--- src/sv/aat_pkg.sv ---
// Shared types and constants for the adaptive acceptance threshold block.
// No dependencies; used by every module of the block by scoped name.
package aat_pkg;

  localparam int DefMaxWindow = 32;

  localparam int CostW  = 32;
  localparam int QualW  = 16;
  localparam int WinW   = 6;
  localparam int CfgIdxW = 2;

  localparam logic [WinW-1:0]  WindowReset  = 6'd30;
  localparam logic [QualW-1:0] DecayReset   = 16'd58982;
  localparam logic [QualW-1:0] QualityReset = 16'd65535;

  typedef enum logic [CfgIdxW-1:0] {
    REG_WINDOW_SIZE     = 2'd0,
    REG_DECAY_FACTOR    = 2'd1,
    REG_INITIAL_QUALITY = 2'd2
  } cfg_reg_t;

  typedef enum logic [5:0] {
    ST_IDLE = 6'b000001,
    ST_SCAN = 6'b000010,
    ST_AVG  = 6'b000100,
    ST_DIFF = 6'b001000,
    ST_MUL  = 6'b010000,
    ST_FIN  = 6'b100000
  } state_t;

endpackage

--- src/sv/aat_cell.sv ---
// One slot of the cost ring plus its stage of the minimum-search chain.
// Uses aat_pkg for the cost width.
module aat_cell #(
  parameter int SLOT_W = 5,
  parameter int CNT_W  = 6,
  parameter int IDX    = 0
) (
  input  logic                       clk,
  input  logic                       rst_n,
  input  logic                       wr_en,
  input  logic [aat_pkg::CostW-1:0]  wr_cost,
  input  logic [CNT_W-1:0]           cnt,
  input  logic                       tok_in_vld,
  input  logic [aat_pkg::CostW-1:0]  tok_in_cost,
  input  logic [SLOT_W-1:0]          tok_in_idx,
  output logic                       tok_out_vld,
  output logic [aat_pkg::CostW-1:0]  tok_out_cost,
  output logic [SLOT_W-1:0]          tok_out_idx
);

  localparam bit First = (IDX == 0);

  logic [aat_pkg::CostW-1:0] cost_r;
  logic                      vld_r;
  logic [aat_pkg::CostW-1:0] tcost_r;
  logic [SLOT_W-1:0]         tidx_r;
  logic                      take_own;

  // slot 0 always seeds the search; later slots win only on strictly lower cost
  assign take_own = (CNT_W'(IDX) < cnt) && (First || (cost_r < tok_in_cost));

  always_ff @(posedge clk) begin
    if (wr_en) begin
      cost_r <= wr_cost;
    end
    tcost_r <= take_own ? cost_r : tok_in_cost;
    tidx_r  <= take_own ? SLOT_W'(IDX) : tok_in_idx;
  end

  always_ff @(posedge clk) begin
    if (!rst_n) begin
      vld_r <= 1'b0;
    end else begin
      vld_r <= tok_in_vld;
    end
  end

  assign tok_out_vld  = vld_r;
  assign tok_out_cost = tcost_r;
  assign tok_out_idx  = tidx_r;

endmodule

--- config.mk ---
export PLATFORM = sky130hd
export DESIGN_NAME = aat_cell
export DESIGN_NICKNAME = d
export VERILOG_FILES = /design/src/sv/aat_pkg.sv /design/src/sv/aat_cell.sv
export SDC_FILE = /design/constraint.sdc
export NUM_CORES = 1
export LEC_CHECK = 0
export ABC_AREA = 1
export BUFFER_PORTS_ARGS = -buffer_cell sky130_fd_sc_hd__buf_2
export CORE_AREA = 5 5 77 79
export CTS_BUF_LIST = sky130_fd_sc_hd__clkbuf_2
export DETAILED_ROUTE_END_ITERATION = 10
export DIE_AREA = 0 0 82 84
export PLACE_DENSITY_LB_ADDON = 0.15
export SYNTH_ARGS = -nofsm -noshare
export SYNTH_HDL_FRONTEND = slang
export SYNTH_SLANG_ARGS = --single-unit
--- constraint.sdc ---
create_clock -name clk -period 0.8 [get_ports clk]
set_input_delay 0.04 -clock clk [delete_from_list [all_inputs] [get_ports clk]]
set_output_delay 0.04 -clock clk [all_outputs]
set_load 0.005 [all_outputs]
==> results.json <==
{
  "status": "finished with violations",
  "violations": "setup timing",
  "route.layer.met1.wl_um": 2370,
  "worstSetupPathType": "register to primary output",
  "area_growth_pct": 69.8,
  "cts_made_buffers": 9,
  "clock_tree.root_cell": "clkbuf_2",
  "yosys_warnings": 0,
  "drive_above_1_share_pct": 39.9,
  "synth.distinct_cells": 9,
  "drtAntennaViolNets": 0,
  "ys_seq_area_share_pct": 74.3,
  "final_cell_mix": "108 x buf_2, 72 x dlygate4sd3_1, 65 x nand2_1, 32 x nand4_1, 32 x edfxtp_1",
  "dr.first_iter.drc_count": 51,
  "path_max_fanout": 1,
  "place_congestion": 0.761,
  "core_area_um2": 5270,
  "dr.pass1.iters": 5,
  "tritoncts": "built",
  "required_ns": 0.76,
  "slew_viol_final": 0,
  "antenna_cells": 0,
  "finalHoldViolations": 0,
  "start_util_pct": 44.0,
  "fin_nets": 467,
  "fin_crit_ns": 0.975,
  "grtUsageTotal_pct": 20.1,
  "dieWidth_um": 82,
  "crit_buf_inv": 1,
  "vias": 2117,
  "path_cells": "buf_2",
  "antenna_found_initial": 0,
  "dieArea_um2": 6890,
  "p_leak_nw": 1.86,
  "syn_area_um2": 2320,
  "max_slew.worst_pin.slew_ns": 0.200,
  "grt_pass1_wl_um": 10300,
  "gr-total-overflow": 0,
  "postLayoutSetupSlackWorst_ns": -0.175,
  "viasPerCell": 4.55,
  "clk_pin_slew_ns": 0.18,
  "rows": 27,
  "finalSetupViolCount": 38,
  "wl_um": 6560,
  "place_hpwl_um": 3900,
  "syn_area_per_cell_um2": 12.0,
  "crit_path_max_incr_delay_ns": 0.36,
  "dieHeight_um": 84,
  "crit_slowest_cell": "dfxtp_2",
  "fin_cells": 465,
  "drv_cap": 0,
  "io_buffers": 116,
  "grt_max_degree": 38,
  "period_share_pct": 122,
  "io_pins": 117,
  "wire_per_inst_um": 14.1,
  "cts_buffer_depth": 2,
  "cp-start-kind": "register",
  "rsz0062_at_grt": "true",
  "crit_path_end_kind": "primary output",
  "fmax_mhz": 1030,
  "worst_path_dominant_cell_family": "flip-flops",
  "synth_fp_nets": 273,
  "total_power_w": 0.00698,
  "powerDensity_nw_per_um2": 1770,
  "syn_inst": 194,
  "grt_pass1_vias": 2184,
  "critical_path_arrival_ns": 0.93,
  "drc": 0,
  "hold_class": "primary input to register",
  "skew_ns": 0.0265,
  "wl_met2_um": 3570,
  "final_common_cell": "buf_2",
  "slew_headroom_pct": 86.7,
  "ys_seq_elements": 70,
  "top_layer_used": "met4",
  "clkLatencyLatePin_ns": 0.45,
  "dr_wl_met3_um": 471,
  "ir_drop_uv": 1170,
  "dpl.cell_count": 377,
  "cts_htree_levels": 3,
  "clock_sinks": 70
}
-- area by class of cell --
| type | count | area [um^2] |
|---|---|---|
| inverters | 6 | 22.5 |
| clock inverters | 3 | 37.5 |
| clock buffers | 13 | 65.1 |
| flip-flops and latches | 70 | 1740 |
| fillers | 384 | 1330 |
| repair buffers | 195 | 1470 |
| well taps | 72 | 90.1 |
| multi-input cells | 106 | 514 |
-- cells by family after synthesis --
logic type    synth area share, %
flops                        74.3
simple gates                 22.2
buf+inv                      3.56
-- state kept, by name, summed over array words and instances, names as in the netlist --
signal and count:
tok_out_vld 1, tok_out_idx 5, tok_out_cost 32, cost_r 32
-- final timing paths --
| kind | from | cells past startpoint | to | slack (ns) |
|---|---|---|---|---|
| worst max-delay path | tok_out_cost[19] | 1 | tok_out_cost[19] | -0.17 |
| worst min-delay path | cnt[1] | 5 | tok_out_cost[19] | 0.04 |
| worst max register to register | cost_r[1] | 2 | tok_out_cost[1] | 0.19 |
| worst min register to register | cost_r[19] | 2 | tok_out_cost[19] | 0.43 |
-- repair_timing --
| action | in CTS | in global routing |
|---|---|---|
| gates resized for setup | 10 | 14 |
| hold buffers | 72 | 0 |
| hold endpoints to repair | 98 | 0 |
| buffers inserted | 0 | 0 |
| cloned | 0 | 0 |
| pin swaps | 0 | 0 |
| setup endpoints to repair | 38 | 38 |
-- stage by stage --
step                utilization [%]  setup TNS, ns  worst slack, ns  hold WS (ns)  cell area, um^2
CTS                            73.6          -6.54           -0.206        0.0220             3880
global route                   74.7          -8.09           -0.248        0.0259             3940
floorplan                         -              0           0.0999         0.133             2320
global placement               57.8         -0.448          -0.0275         0.218             3040
finish                         74.7          -5.20           -0.175        0.0438             3940
detailed placement             57.8         -0.812          -0.0520         0.218             3040
-- synthesized netlist by cell type (all sizes together) --
| cell | instances | share of area (%) |
|---|---|---|
| dfxtp | 38 | 33 |
| inv | 6 | 0.97 |
| nor2 | 8 | 2.3 |
| nand4 | 32 | 8.6 |
| buf | 12 | 2.6 |
| nand3 | 1 | 0.76 |
| nand2 | 65 | 11 |
| edfxtp | 32 | 41 |
-- power by group --
part / internal, W / switching [W]
Combinational: 0.000607 / 0.000387
Clock: 0.000760 / 0.00111
Sequential: 0.00404 / 0.0000792
Total: 0.00540 / 0.00158
-- per-layer routing --
metal	GRT usage [%]	vias up
met2	36.3	94
met3	5.08	15
met5	0	-
li1	-	1059
met4	9.06	0
met1	21.1	949
No activity file was read; power rests on OpenSTA's default activity.
