--- src/sv/aat_pkg.sv ---
// Shared types and constants for the adaptive acceptance threshold block.
// No dependencies; used by every module of the block by scoped name.
package aat_pkg;

  localparam int DefMaxWindow = 32;

  localparam int CostW  = 32;
  localparam int QualW  = 16;
  localparam int WinW   = 6;
  localparam int CfgIdxW = 2;

  localparam logic [WinW-1:0]  WindowReset  = 6'd30;
  localparam logic [QualW-1:0] DecayReset   = 16'd58982;
  localparam logic [QualW-1:0] QualityReset = 16'd65535;

  typedef enum logic [CfgIdxW-1:0] {
    REG_WINDOW_SIZE     = 2'd0,
    REG_DECAY_FACTOR    = 2'd1,
    REG_INITIAL_QUALITY = 2'd2
  } cfg_reg_t;

  typedef enum logic [5:0] {
    ST_IDLE = 6'b000001,
    ST_SCAN = 6'b000010,
    ST_AVG  = 6'b000100,
    ST_DIFF = 6'b001000,
    ST_MUL  = 6'b010000,
    ST_FIN  = 6'b100000
  } state_t;

endpackage

--- src/sv/aat_div.sv ---
// Restoring divider, one quotient bit per cycle, for the running-average step.
// Uses aat_pkg for the dividend width.
module aat_div #(
  parameter int VW = 6
) (
  input  logic                      clk,
  input  logic                      rst_n,
  input  logic                      start,
  input  logic [aat_pkg::CostW-1:0] dividend,
  input  logic [VW-1:0]             divisor,
  output logic [aat_pkg::CostW-1:0] quotient,
  output logic                      done
);

  localparam int DW   = aat_pkg::CostW;
  localparam int CW   = $clog2(DW + 1);

  logic [DW-1:0] a_r, a_nxt;
  logic [VW-1:0] rem_r, rem_nxt;
  logic [VW-1:0] div_r;
  logic [CW-1:0] cnt_r;
  logic          busy_r, done_r;
  logic [VW:0]   trial;
  logic          qbit;

  always_comb begin
    trial   = {rem_r, a_r[DW-1]};
    qbit    = (trial >= {1'b0, div_r});
    rem_nxt = qbit ? VW'(trial - {1'b0, div_r}) : trial[VW-1:0];
    a_nxt   = {a_r[DW-2:0], qbit};
  end

  always_ff @(posedge clk) begin
    if (start) begin
      a_r   <= dividend;
      rem_r <= '0;
      div_r <= divisor;
    end else if (busy_r) begin
      a_r   <= a_nxt;
      rem_r <= rem_nxt;
    end
  end

  always_ff @(posedge clk) begin
    if (!rst_n) begin
      busy_r <= 1'b0;
      done_r <= 1'b0;
      cnt_r  <= '0;
    end else if (start) begin
      busy_r <= 1'b1;
      done_r <= 1'b0;
      cnt_r  <= '0;
    end else if (busy_r) begin
      cnt_r <= cnt_r + 1'b1;
      if (cnt_r == CW'(DW - 1)) begin
        busy_r <= 1'b0;
        done_r <= 1'b1;
      end
    end
  end

  assign quotient = a_r;
  assign done     = done_r;

endmodule

--- config.mk ---
export PLATFORM = sky130hd
export DESIGN_NAME = aat_div
export DESIGN_NICKNAME = d
export VERILOG_FILES = /design/src/sv/aat_pkg.sv /design/src/sv/aat_div.sv
export SDC_FILE = /design/constraint.sdc
export NUM_CORES = 1
export LEC_CHECK = 0
export BUFFER_PORTS_ARGS = -buffer_cell sky130_fd_sc_hd__clkbuf_2
export CORE_MARGIN = 3
export CORE_UTILIZATION = 49
export CTS_BUF_LIST = sky130_fd_sc_hd__clkbuf_8
export DETAILED_ROUTE_END_ITERATION = 6
export GPL_ROUTABILITY_DRIVEN = 0
export PLACE_DENSITY_LB_ADDON = 0.2
export RECOVER_POWER = 25
export SETUP_SLACK_MARGIN = 0.05
export SYNTH_ARGS = -nofsm -noshare
export SYNTH_HDL_FRONTEND = slang
export SYNTH_SLANG_ARGS = --single-unit
--- constraint.sdc ---
create_clock -name clk -period 4.7 [get_ports clk]
set_input_delay 0.235 -clock clk [delete_from_list [all_inputs] [get_ports clk]]
set_output_delay 0.235 -clock clk [all_outputs]
set_load 0.03 [all_outputs]
==> results of run 1 <==
how the worst max path moves through the flow:
stage	startpoint	endpoint	depth (start not counted)
floorplan	quotient[31]	rem_r[1]	8
global placement	start	quotient[22]	3
detailed placement	start	quotient[22]	3
CTS	div_r[4]	rem_r[1]	7
global route	start	quotient[25]	3
finish	start	quotient[25]	3
state kept, by name, summed over array words and instances (netlist names):
register,count
rem_r,6
done,1
div_r,6
cnt_r,6
quotient,32
busy_r,1
stage by stage:
stage / power [mW] / hold WS [ns] / setup slack [ns] / area, um^2 / util
floorplan: 0.7510 / 0.3339 / 2.533 / 2432 / -
global placement: 0.8149 / 0.4138 / 2.494 / 2851 / 0.5997
detailed placement: 0.8168 / 0.4146 / 2.493 / 2851 / 0.5997
CTS: 1.061 / 0.09213 / 2.522 / 2935 / 0.6174
global route: 1.104 / 0.08076 / 2.114 / 2933 / 0.6168
finish: 1.052 / 0.1020 / 2.278 / 2933 / 0.6168
metal layers:
layer,wire length [um],share of wire,GRT usage
met1,1838,0.42,0.2009
met2,2246,0.51,0.2548
met3,273,0.062,0.05556
met4,28,0.0064,0.04348
met5,0,0,0
cell type report:
cell class | instances | area (um^2) | area share
inverters | 9 | 33.78 | 0.01152
flip-flops and latches | 52 | 1421 | 0.4846
clock inverters | 3 | 15.01 | 0.005119
clock buffers | 5 | 68.82 | 0.02346
well taps | 67 | 83.83 | 0.02858
multi-input cells | 113 | 939.7 | 0.3204
repair buffers | 74 | 370.4 | 0.1263
cell usage after synthesis, drive strengths merged, types with 4 or more instances:
library cell	number	area, um^2
edfxtp	38	1141
mux2	34	386.6
nor2	16	60.06
dfxtp	14	280.3
inv	9	33.78
ha	8	100.1
a21oi	6	30.03
clkbuf	6	22.52
a211oi	5	42.54
nand2	5	18.77
o21ai	5	25.02
xor2	5	43.79
mux2i	4	40.04
power by group through the flow:
stage               combinational, mW  sequential [mW]  clock, mW
finish                          0.237            0.567      0.248
global route                    0.259            0.574      0.271
detailed placement              0.239            0.577          0
floorplan                       0.120            0.631          0
global placement                0.237            0.578          0
CTS                             0.240            0.568      0.253
cell families after synthesis:
family,count (synthesis)
muxes,38
xor gates and xnor gates,7
adders and majority gates,9
buffers and inverters,17
and+or+nand+nor,37
DFF,52
AOI/OAI and AO/OA,22
==> metrics.md, run 1 <==
| Metric | Value |
|---|---|
| Critical Path RT | `~4.6 ns` |
| Max Cap Viol | `0` |
| Clock Pin Slew Worst Setup and Hold Paths | `0.09 ns` |
| Min-delay src | `divisor[0]` |
| Fin Clk Skew | `around 0.004 ns` |
| Crit-path leading delay family | `buffers and inverters` |
| Sw Share | `0.2948` |
| Worst slew margin | `0.06395` |
| Multiplexer area fraction after synthesis | `0.1754` |
| Via count | `between 1.5k and 2k` |
| Flop-to-flop setup slack | `around 2.5 ns` |
| Reg2reg start | `div_r[4]` |
| Pre-antenna DRT Iters | `7` |
| # DRC | `0` |
| Period Utilization, post-route | `0.5153` |
| Routed len/inst | `~14 um` |
| Clock Tree Buf Depth | `2` |
| Chip Height | `~76 um` |
| PD cells | `358.8 nW/um^2` |
| Vias per inst | `4.985` |
| Slowest cell delay on critical path | `1.00 ns` |
| Worst r2r dst | `rem_r[1]` |
| Critical path peak fanout | `32` |
| Final Critical Period | `between 2 and 2.5 ns` |
| Skew-Pair Late Insertion Delay | `about 0.3 ns` |
| Sequential share of the synthesized area | `0.5844` |
| Final Hold Viols | `0` |
| Pin count of the biggest net entering global routing | `33` |
| Leak | `1.245 nW` |
| Synth Warn # | `0` |
| CP Capture Type | `register` |
| Post-DP HPWL | `3247 um` |
| GR Overflow Total | `0` |
| Core area | `4755 um^2` |
| CTS Sinks | `52` |
| Vias in the first global route | `1533` |
| Port bufs | `73` |
| Layout cells sized above 1 | `0.4492` |
| Min-delay worst type | `input port to register` |
| Cells after DPL | `about 320` |
| Initial Util | `0.5116` |
| Max H-tree Level | `2` |
| Post-CTS resize count | `0` |
| GRT Total Usage | `0.1576` |
| Simple-Gate Fraction of Synth Area | `0.07613` |
| Most used DFF post-synth | `edfxtp_1` |
| DRT iter0 DRCs | `63` |
| Die Area | `roughly 5800 um^2` |
| Actual slew at the worst max-slew pin | `about 1.4 ns` |
| Final nets | `between 300 and 400` |
| CP Class | `input port to register` |
| Sw power | `0.3102 mW` |
| Sequential fraction of design power | `0.539` |
| Synth Instances | `182` |
| Fin Setup TNS | `0 ns` |
| Setup-failing EPs final | `0` |
| Post-synth EDFFs | `38` |
| Syn Nets | `approximately 230` |
| Max frequency | `a little over 400 MHz` |
| CP startpoint kind | `input port` |
| Antenna Violating Nets Remaining | `0` |
| Worst Reg-to-Reg Cells | `7` |
| Largest family of logic cells by synthesized area | `multiplexers` |
| Async SR Flop Fraction | `0` |
| Commonest non-fill, non-tap cells in the layout | `clkbuf_2 (71), edfxtp_1 (38), mux2_2 (33), nor2_1 (16), dfxtp_1 (14)` |
| CTS buffer count | `5` |
| Filler cells | `439` |
| Distinct cell type count after synthesis | `33` |
| Post-Layout Cell Count | `~320` |
| Status | `complete, no violations` |
| Post-Syn Area | `~2400 um^2` |
| Top Ports | `74` |
| Initial antenna violation count | `0` |
| Clock group share of total power | `0.236` |
| Combinational share of power | `0.225` |
| Max-slew violations | `0` |
| Adder-cell share of the synthesized area | `0.04938` |
| Xor-xnor portion of the synthesized cell area | `0.02521` |
| Die Wd | `between 70 and 80 um` |
| Hold path depth | `1` |
| Number of synthesized register bits | `52` |
| RSZ-0062 raised after global routing | `no` |
| Worst vdd ir | `around 0.20 mV` |
| Setup bufs post-CTS | `0` |
| Hold-fix buffers at CTS | `0` |
| Min-Delay Endpoint | `div_r[0]` |
| Compound-cell area share of the yosys netlist | `0.06019` |
| CTS tree | `yes` |
| Worst path cell trace | `clkbuf_1, buf_4, or2_2` |
| Final wirelength | `around 4400 um` |
| Clock root buffer | `clkbuf_8` |
| Most common cell after layout, fill and taps aside | `clkbuf_2` |
| Global-route wire length before repair | `between 7000 and 8000 um` |
| Critical path's slowest cell | `clkbuf_1` |
| Antenna Diode Count | `0` |
| Synth-to-Final Area Change | `20.58%` |
| Post-Syn Area per Cell | `about 13 um^2` |
| Buf/Inv on CP | `2` |
| CP arrival | `approximately 2.4 ns` |
| Cell Rows | `25` |
| Total internal power | `approximately 0.74 mW` |
Power figures use the tool's default switching activity.
==> inputs of run 2 (changes only) <==
--- a/config.mk
+++ b/config.mk
@@ -7,7 +7,7 @@
 export LEC_CHECK = 0
 export BUFFER_PORTS_ARGS = -buffer_cell sky130_fd_sc_hd__clkbuf_2
 export CORE_MARGIN = 3
-export CORE_UTILIZATION = 49
+export CORE_UTILIZATION = 48
 export CTS_BUF_LIST = sky130_fd_sc_hd__clkbuf_8
 export DETAILED_ROUTE_END_ITERATION = 6
 export GPL_ROUTABILITY_DRIVEN = 0
==> constraint.sdc (replaced) <==
create_clock -name clk -period 2.08 [get_ports clk]
set_input_delay 0.104 -clock clk [delete_from_list [all_inputs] [get_ports clk]]
set_output_delay 0.104 -clock clk [all_outputs]
set_load 0.03 [all_outputs]
==> run 2 against run 1 <==
Net effect:
- clock skew shrank 0.00073 ns
- register-to-register slack worse by 2.4 ns
- largest cell class unchanged
- via count up 1.9%
- highest routed layer unchanged
- final cell count grew 3.1%
- worst hold slack worse by 0.078 ns
- sequential share of layout area is 2.4 points lower
- first-iteration DRC count increased by 6.3%
- die area grew 1.9%
==> metrics.md, run 2 (synthesis results as in run 1) <==
| Metric | Value |
|---|---|
| DRT iter0 DRCs | `67 (+6.3%)` |
| Final nets | `315 (+3.3%)` |
| Filler cells | `390 (-11%)` |
| Die Area | `5958 um^2 (+1.9%)` |
| Setup bufs post-CTS | `0 (unchanged)` |
| Reg2reg start | `div_r[4]` |
| Max H-tree Level | `2 (unchanged)` |
| Routed len/inst | `13.62 um (+0.27%)` |
| Leak | `1.307 nW (+5.0%)` |
| Max-slew violations | `0 (unchanged)` |
| PD cells | `788.6 nW/um^2 (+120%)` |
| Critical path peak fanout | `4 (-88%)` |
| GR Overflow Total | `0 (unchanged)` |
| Clock Pin Slew Worst Setup and Hold Paths | `0.09 ns (about the same)` |
| Final Critical Period | `slightly below 2 ns` |
| Max Cap Viol | `0 (unchanged)` |
| Crit path from | `div_r[4]` |
| Most common cell after layout, fill and taps aside | `clkbuf_2` |
| CP Class | `register to register` |
| Vias per inst | `4.925 (-1.2%)` |
| Flop-to-flop setup slack | `0.1 ns (-2.43 ns)` |
| Period Utilization, post-route | `0.9538` |
| CTS buffer count | `5 (unchanged)` |
| Worst Reg-to-Reg Cells | `7 (unchanged)` |
| Util after Layout | `0.6405 (+0.02368)` |
| Setup-failing EPs final | `0 (unchanged)` |
| CP endpoint | `rem_r[1]` |
| CP Capture Type | `register` |
| CTS tree | `yes` |
| Final Hold Viols | `0 (unchanged)` |
| Die Wd | `77.19 um (+0.95%)` |
| Pin count of the biggest net entering global routing | `33 (unchanged)` |
| Initial antenna violation count | `0 (unchanged)` |
| Total chip power | `2.433 mW (+130%)` |
| Post-DP HPWL | `3279 um (+1.0%)` |
| # DRC | `0 (unchanged)` |
| FF/Latch Area | `1421 um^2 (unchanged)` |
| Vias in the first global route | `1674 (+9.2%)` |
| Via count | `1640 (+1.9%)` |
| Antenna Diode Count | `0 (unchanged)` |
| CP arrival | `2.17 ns (-0.20 ns)` |
| Status | `complete, no violations` |
| Cell Rows | `25 (unchanged)` |
| Pre-antenna DRT Iters | `4 (-3)` |
| Actual slew at the worst max-slew pin | `0.8542 ns (-0.5498 ns)` |
| Global-route wire length before repair | `7631 um (+4.2%)` |
| Critical Path RT | `2.27 ns (-2.37 ns)` |
| Worst vdd ir | `0.4273 mV (+110%)` |
| Synth-to-Final Area Change | `26.85%` |
| Final wirelength | `4534 um (+3.4%)` |
| Multi-input gate area | `998.5 um^2 (+6.3%)` |
| RSZ-0062 raised after global routing | `yes` |
| CP startpoint kind | `register` |
| Clock Tree Buf Depth | `2 (unchanged)` |
| Worst slew margin | `0.4305 (+0.3666)` |
| Chip Height | `77.19 um (+0.95%)` |
| Commonest non-fill, non-tap cells in the layout | `clkbuf_2 (73), edfxtp_1 (38), mux2_2 (33), nor2_1 (16), dfxtp_1 (14)` |
| Max frequency | `between 500 and 600 MHz` |
| Antenna Violating Nets Remaining | `0 (unchanged)` |
| Min-delay worst type | `input port to register` |
| Layout cells sized above 1 | `0.4887 (+0.03950)` |
| Clock root buffer | `clkbuf_8` |
| CTS Sinks | `52 (unchanged)` |
| Min-delay src | `rst_n` |
| Port bufs | `73 (unchanged)` |
| Worst r2r dst | `rem_r[1]` |
| Fin Clk Skew | `0.003173 ns (-0.0007314 ns)` |
| Initial Util | `0.5049 (-0.006644)` |
| Skew-Pair Late Insertion Delay | `0.30 ns (about the same)` |
| GRT Total Usage | `0.1602 (+0.002640)` |
| Max reg flops | `32 (unchanged)` |
| Top Ports | `74 (unchanged)` |
| Core area | `4817 um^2 (+1.3%)` |
-- run 2: changes by cell type in the layout (fill, tap and decap cells not counted), sizes merged --
cell         previous run  this run
clkbuf                 78        79
dlygate4sd3             0         6
buf                     1         4
inv                    10        11
clkinvlp                1         0
-- run 2: worst min path at each step --
stage | end | slack [ns] | cells past startpoint
5_1_grt | busy_r | 0.03 | 2
6_report | busy_r | 0.02 | 2
3_5_place_dp | div_r[1] | 0.28 | 1
2_1_floorplan | div_r[0] | 0.20 | 0
4_1_cts | busy_r | 0.02 | 2
3_3_place_gp | div_r[1] | 0.28 | 1
-- run 2: stage by stage --
step | hold slack [ns] | setup WS (ns) | area [um^2] | TNS, ns | cells
after floorplan | 0.2029 | 0.05007 | 2445 | 0 | 182
after global placement | 0.2829 | 0.1178 | 2894 | 0 | 319
after detailed placement | 0.2842 | 0.07894 | 2894 | 0 | 319
after CTS | 0.01656 | 0.07283 | 3039 | 0 | 333
after global routing | 0.03002 | -0.01105 | 3085 | -0.01105 | 333
final | 0.02420 | 0.09603 | 3085 | 0 | 333
-- run 2: final cells by class --
cell class	instances	area share
well taps	67	0.02717
multi-input cells	113	0.3236
clock buffers	5	0.02230
flip-flops and latches	52	0.4607
repair buffers	84	0.1500
clock inverters	3	0.005272
inverters	9	0.01095
-- run 2: what timing repair did --
item                                    CTS  global route
hold buffers                              6             0
endpoints found under the setup margin    0             5
resized for setup                         0            10
endpoints found under the hold margin     6             0
-- run 2: per-layer routing --
metal | wire length [um] | vias up | global-route usage
met5 | 0 | - | 0
met4 | 37 | 0 | 0.03737
met3 | 255 | 5 | 0.05869
met2 | 2295 | 41 | 0.2703
met1 | 1945 | 764 | 0.1950
li1 | - | 830 | -
-- run 2: where the power goes --
part	internal (mW)	total, mW	switching [mW]
registers	1.22	1.28	0.0522
logic	0.260	0.596	0.336
clock network	0.232	0.560	0.328
total	1.72	2.43	0.717
-- run 2: worst max-delay path, stage by stage, from the launching register on --
cell and delay (ns):
edfxtp_1 0.39, inv_2 0.08, ha_4 0.19, a21o_1 0.15, a211o_1 0.28, a41o_1 0.27, nor4bb_4 0.18, or3_1 0.34
